[src/rtl/ils_pkg.sv]
// Shared types, command and status codes, and helpers for the indexed list store.
package ils_pkg;

  // Default number of entries, and the widest index or count the design supports (8191 entries)
  localparam int DEPTH_DEFAULT = 64;
  localparam int CNT_W_MAX     = 13;
  localparam int WORD_W        = 32;

  typedef logic [CNT_W_MAX-1:0]     idx_t;
  typedef logic signed [WORD_W-1:0] word_t;

  // Command codes on the command port
  typedef enum logic [2:0] {
    CMD_APPEND   = 3'd0,
    CMD_INSERT   = 3'd1,
    CMD_POP_AT   = 3'd2,
    CMD_POP_LAST = 3'd3,
    CMD_READ     = 3'd4,
    CMD_WRITE    = 3'd5
  } cmd_t;

  // Status codes on the status port
  typedef enum logic [1:0] {
    ST_OK    = 2'd0,
    ST_RANGE = 2'd1,
    ST_FULL  = 2'd2,
    ST_EMPTY = 2'd3
  } status_t;

  // What each cell does in a cycle, for cells whose index lies in [lo, hi]
  typedef enum logic [1:0] {
    CELL_HOLD       = 2'd0,
    CELL_LOAD       = 2'd1,
    CELL_SHIFT_UP   = 2'd2,
    CELL_SHIFT_DOWN = 2'd3
  } cell_op_t;

  // Broadcast control to the row of cells
  typedef struct packed {
    cell_op_t op;
    idx_t     lo;
    idx_t     hi;
    word_t    value;
  } cell_ctrl_t;

  // Smallest power of two that is at least n (1 for n of 0 or 1)
  function automatic idx_t ceil_pow2(idx_t n);
    idx_t m;
    idx_t r;
    m = n - idx_t'(1);
    r = idx_t'(1);
    if (n > idx_t'(1)) begin
      for (int b = 0; b < CNT_W_MAX; b++) begin
        if (m[b]) begin
          r = idx_t'(1) << (b + 1);
        end
      end
    end
    return r;
  endfunction

endpackage

[src/rtl/ils_cell.sv]
// One storage cell of the list: holds an entry and takes a neighbour's word on a shift.
module ils_cell
  import ils_pkg::*;
#(
  parameter int INDEX = 0
) (
  input  logic       clk,
  input  cell_ctrl_t ctrl,
  input  word_t      left_data,
  input  word_t      right_data,
  output word_t      data
);

  logic  in_range;
  word_t data_next;

  // Is this cell inside the affected span
  assign in_range = (idx_t'(INDEX) >= ctrl.lo) && (idx_t'(INDEX) <= ctrl.hi);

  // Next entry value
  always_comb begin
    data_next = data;
    if (in_range) begin
      case (ctrl.op)
        CELL_LOAD:       data_next = ctrl.value;
        CELL_SHIFT_UP:   data_next = (idx_t'(INDEX) == ctrl.lo) ? ctrl.value : left_data;
        CELL_SHIFT_DOWN: data_next = right_data;
        default:         data_next = data;
      endcase
    end
  end

  // Entry register; contents are undefined until written
  always_ff @(posedge clk) begin
    data <= data_next;
  end

endmodule

[config.mk]
export PLATFORM = sky130hd
export DESIGN_NAME = ils_cell
export DESIGN_NICKNAME = d
export VERILOG_FILES = /design/src/rtl/ils_pkg.sv /design/src/rtl/ils_cell.sv
export SDC_FILE = /design/constraint.sdc
export NUM_CORES = 1
export LEC_CHECK = 0
export BUFFER_PORTS_ARGS = -buffer_cell sky130_fd_sc_hd__buf_2
export CAP_MARGIN = 10
export CORE_MARGIN = 3
export CORE_UTILIZATION = 33
export DETAILED_ROUTE_END_ITERATION = 10
export GPL_ROUTABILITY_DRIVEN = 0
export HOLD_SLACK_MARGIN = 0.08
export PLACE_DENSITY = 0.85
export SYNTH_ARGS = -nofsm -noshare
export SYNTH_HDL_FRONTEND = slang
export SYNTH_SLANG_ARGS = --single-unit
export TNS_END_PERCENT = 20
[constraint.sdc]
create_clock -name clk -period 2.7 [get_ports clk]
set_clock_uncertainty 0.15 [all_clocks]
set_input_delay 0.54 -clock clk [delete_from_list [all_inputs] [get_ports clk]]
set_output_delay 0.54 -clock clk [all_outputs]
set_load 0.02 [all_outputs]
Yosys cells after proc, flatten, opt, wreduce, memory -nomap -nowiden
Index checks and enable logic that the tools add are counted.
{"block": "totals", "reg_bits": 32, "input_bits": 125, "output_inout_bits": 32, "word_cells": 12}
{"block": "op_classes", "order_cmp": 2, "n_eq_ne": 3, "muxes": 2, "reduce_logical": 4}
{"cell": "32-bit one-hot mux with 3 select lines", "n": 1}
{"cell": "32-bit two-way mux", "n": 1}
{"cell": "1-bit by 13-bit >= comparator with 1-bit output, first input constant", "n": 1}
{"cell": "1-bit by 13-bit less-or-equal comparator with 1-bit output, first input constant", "n": 1}
{"cell": "13-bit zero test", "n": 1}
{"cell": "2-bit == test, second input constant", "n": 2}
{"cell": "3-bit nonzero test", "n": 1}
{"cell": "2-bit by 1-bit == test with 1-bit output, second input constant", "n": 1}
{"cell": "2-bit AND reduction", "n": 1}
{"cell": "1-bit logical AND", "n": 1}

Longest topological paths before layout
{"block": "depth", "word_depth": 3, "depth_mapped": 6, "depth_no_buf": 4}

Least setup slack after synthesis
No wires, ideal clock.
{"block": "synth_path", "path_type": "input -> register", "start": "input port ctrl[45] (netlist bit)", "end": "register data[0], enable pin", "setup_time_ns": 0.422, "t_arrival_ns": 2.364, "t_required_ns": 2.128, "path_slack_ns": -0.236, "stages": 3, "n_path_buf": 0, "path_cell_list": "nor4_2 nand4_1 nor2_1"}
{"block": "synth_between", "elab_chain_len": 3}
{"element": "start, declared", "line": "ils_cell.sv:8", "text": "input cell_ctrl_t ctrl,"}
{"element": "1-bit by 13-bit >= comparator with 1-bit output", "line": "ils_cell.sv:18", "text": "assign in_range = (idx_t'(INDEX) >= ctrl.lo) && (idx_t'(INDEX) <= ctrl.hi);"}
{"element": "1-bit logical AND", "line": "ils_cell.sv:18"}
{"element": "2-bit AND reduction (no line)"}
{"element": "end signal, assigned", "line": "ils_cell.sv:35", "text": "data <= data_next;"}
{"element": "end, declared", "line": "ils_cell.sv:11", "text": "output word_t data"}
No other way between the ends.
A chain may end at the register's enable or synchronous reset.

Worst setup path after layout
{"block": "layout_path", "start": "input port ctrl[45] (netlist bit)", "end": "register data[15] (data pin)"}
{"block": "layout_between", "elab_chain_len": 3}
{"element": "13-bit zero test", "line": "ils_cell.sv:26", "text": "CELL_SHIFT_UP: data_next = (idx_t'(INDEX) == ctrl.lo) ? ctrl.value : left_data;"}
{"element": "32-bit two-way mux", "line": "ils_cell.sv:26"}
{"element": "32-bit one-hot mux with 3 select lines", "line": "ils_cell.sv:24", "text": "case (ctrl.op)"}
No other way between the ends.

==> impl_results.md <==
* RSZ-0062 raised after global routing: false
* CORE AREA at ~4800 µm²
* Mapped Cells at 152
* Crit-path leading delay family: simple AND/OR/NAND/NOR gates
* Seq pwr share at approximately 52%
* Die area at approximately 5900 µm²
* H-tree levels at 2
* Seq/Total Area, Yosys at 57.7%
* Met3 wire len at about 500 µm
* Period Utilization, post-route at a little over two thirds
* Main synth FF type: edfxtp_1
* Met2 wire len at between 2000 and 2500 µm
* Clk slew on worst S/H paths at around 0.060 ns
* # nets final at between 400 and 500
* Average size of a mapped cell at between 10 and 15 µm²
* Vias after detailed routing at about 1,800
* Cell Chain, Critical Path: buf_2, nor4_2, nand4_1, o21ai_2, buf_4, a21oi_1
* Max stage delay on crit path at ~0.29 ns
* Max Cap Viol at 0
* Switching Power at approximately 0.00023 W
* CP bufs+invs at 2
* # hold bufs at CTS at 0
* DP Worst Slack at between 0.4 and 0.5 ns
* FF+latch count, synth at 32
* Global-route wire length before repair at approximately 8000 µm
* Net Sw Frac at 22.0%
* Global route overflow at 0
* Placed Instances at between 300 and 400
* Post-CTS Setup Repair Bufs at 0
* Largest Register: data
* Peak VDD IR at roughly 0.30 mV
* Post-route worst setup slack at a little over 0.8 ns
* IO Pins at approximately 160
* Synth Area in XOR/XNOR at 0%
* Main combinational cell family by area after synthesis: compound AO/OA/AOI/OAI gates
* Total CTS buffers at 5
* Std cell rows at 25
* Top cell type's share of synthesized area at between 50% and 60%
* CTS tree: yes
* Final cell count without fillers at between 300 and 400
* Buffers on Ports at 143
* Worst rel slew slack at around 65%
* Synth warn at 0
* Per-cell routed wire length at roughly 14 µm
* Synth Cell Area at 1660 µm²
* Length of the first detailed-routing pass in iterations at 4
* Final Util at a little over half
* Critical path arrival at between 1.5 and 2 ns
* Clock power frac at a little under a third
* Vias in the first global route at 1,762
* Status: finished, final reports clean
* Hold WC Path Type: input port to flop
* Metal-1 WL at about 1900 µm
* CP endpoint kind: flop
* Net count after synthesis at about 280
* Area of the multi-input gates at 529 µm²
* Register Area at approximately 960 µm²
* GRT Total Usage at ~17%
* Setup violators final at 0
* Yosys cell types at 17
* Slowest cell on the critical path: nor4_2
* Pwr Density at about 410 nW/µm²
* Startpoint types: input port
* Post-Synth Simple-Gate Area at ~4.6%
* CP startpoint: ctrl[45]
* Cell internal pwr at ~0.0008 W
* Filler instances at around 450
* Stages on worst setup path at 6
* Highest routing layer actually used: met4
* Commonest non-fill, non-tap cell in the layout: buf_2
* CP Class: input port to flop
* CTS Sinks at 32
* Worst-margin pin slew at 0.530 ns
* Drt total wl at a little under 5000 µm
* Die Ht at around 77 µm
* Setup TNS at 0 ns
* 1st-iter DRT viols at 97
* DRC viols at 0
* Area Growth Syn to Fin at 53.3%
* Top post-synthesis cells by area: edfxtp_1 58%, o32ai_1 16%, a21oi_1 9.3%, inv_1 7.0%, nor4_2 1.5%
* Asr flop ratio synth at 0%
* Crit path max fanout at 18
* Highest-count cells in the layout ignoring fill and taps: 143 x buf_2, 32 x edfxtp_1, 31 x inv_1, 31 x o32ai_1, 31 x a21oi_1
* Top Registers: data: 32 flops
* Vias per Instance at 4.96
* Initial core utilization at 34.8%
* Worst Path Required at approximately 2.6 ns
* DP HPWL at between 4000 and 5000 µm
* Compound-Gate Fraction of Synth Area at between 20% and 30%
* Largest net degree at the start of global routing at 20
* Gate power share at 16.4%
* Placed Area at approximately 2500 µm²
* Final hold violation count at 0
* Initial antenna violation count at 0
* Die width at 77.0 µm
* Slew Limit Fails at 0
* Antenna-violating nets left at 0
* EDFF count, synth at 32
* Post-cts sizing count at 0
* Area leader, netlist: edfxtp_1
* Maximum clock path buffer count at 2
* Worst setup endpoint: data[15]
* Crit path time final at ~1.9 ns
* Share of layout cells above drive strength 1 at 54.4%
* Max reg flops at 32
* P_leak at between 1 and 1.5 nW
* Clk root buf: clkbuf_8
* Synth Area in Adders at 0%
* Final Cell Area at about 2600 µm²
* Mux share of post-synthesis cell area at 0%
* Diode count at 0
* Max Clk Rate at around 530 MHz
[per-layer routing]
metal,global-route usage [%],vias up
met2,30.1,111
met5,0,-
li1,-,875
met4,6.41,0
met1,17.4,820
met3,6.22,6
[worst min-delay path: stages]
cell and delay [ns]:
buf_2 0.07, inv_1 0.03, a21oi_1 0.10
[synthesized netlist by cell type, drive strengths merged (2+ instances only)]
cell type   n
edfxtp     32
clkbuf      6
nor4        2
nor2        4
o32ai      31
buf         7
a21oi      31
inv        31
[cell type report]
type / count / share of cell area (%)
clock inverters: 1 / 0.196
inverters: 31 / 4.56
repair buffers: 152 / 30.7
multi-input cells: 76 / 20.7
flip-flops and latches: 32 / 37.7
well taps: 67 / 3.29
clock buffers: 6 / 2.84
[power by group through the flow]
stage	Sequential [W]	Clock (W)	Combinational [W]
6_report	0.000552	0.000330	0.000173
3_3_place_gp	0.000563	0	0.000166
2_1_floorplan	0.000563	0	0.0000724
3_5_place_dp	0.000563	0	0.000173
4_1_cts	0.000552	0.000345	0.000174
5_1_grt	0.000552	0.000370	0.000194
[metrics by stage]
step                      total power [W]  hold slack [ns]
after CTS                         0.00107            0.424
after detailed placement         0.000736            0.716
after floorplan                  0.000635            0.604
after global routing              0.00112            0.427
after global placement           0.000729            0.706
final                             0.00106            0.437
[cells by family (layout without fill, tap and decap cells)]
kind of cell           count (synthesis)  after routing
AND/OR/NAND/NOR                       12             12
buffers and inverters                 44            190
flip-flops                            32             32
AO/OA/AOI/OAI                         64             64
[worst min-delay path by stage]
stage / from / endpoint / slack [ns] / cells past startpoint
6_report: ctrl[4] / data[4] / 0.44 / 3
3_5_place_dp: ctrl[4] / data[4] / 0.72 / 3
2_1_floorplan: ctrl[8] / data[8] / 0.60 / 1
5_1_grt: ctrl[6] / data[6] / 0.43 / 3
3_3_place_gp: ctrl[4] / data[4] / 0.71 / 3
4_1_cts: ctrl[4] / data[4] / 0.42 / 3
No activity file was read; power rests on OpenSTA's default activity.
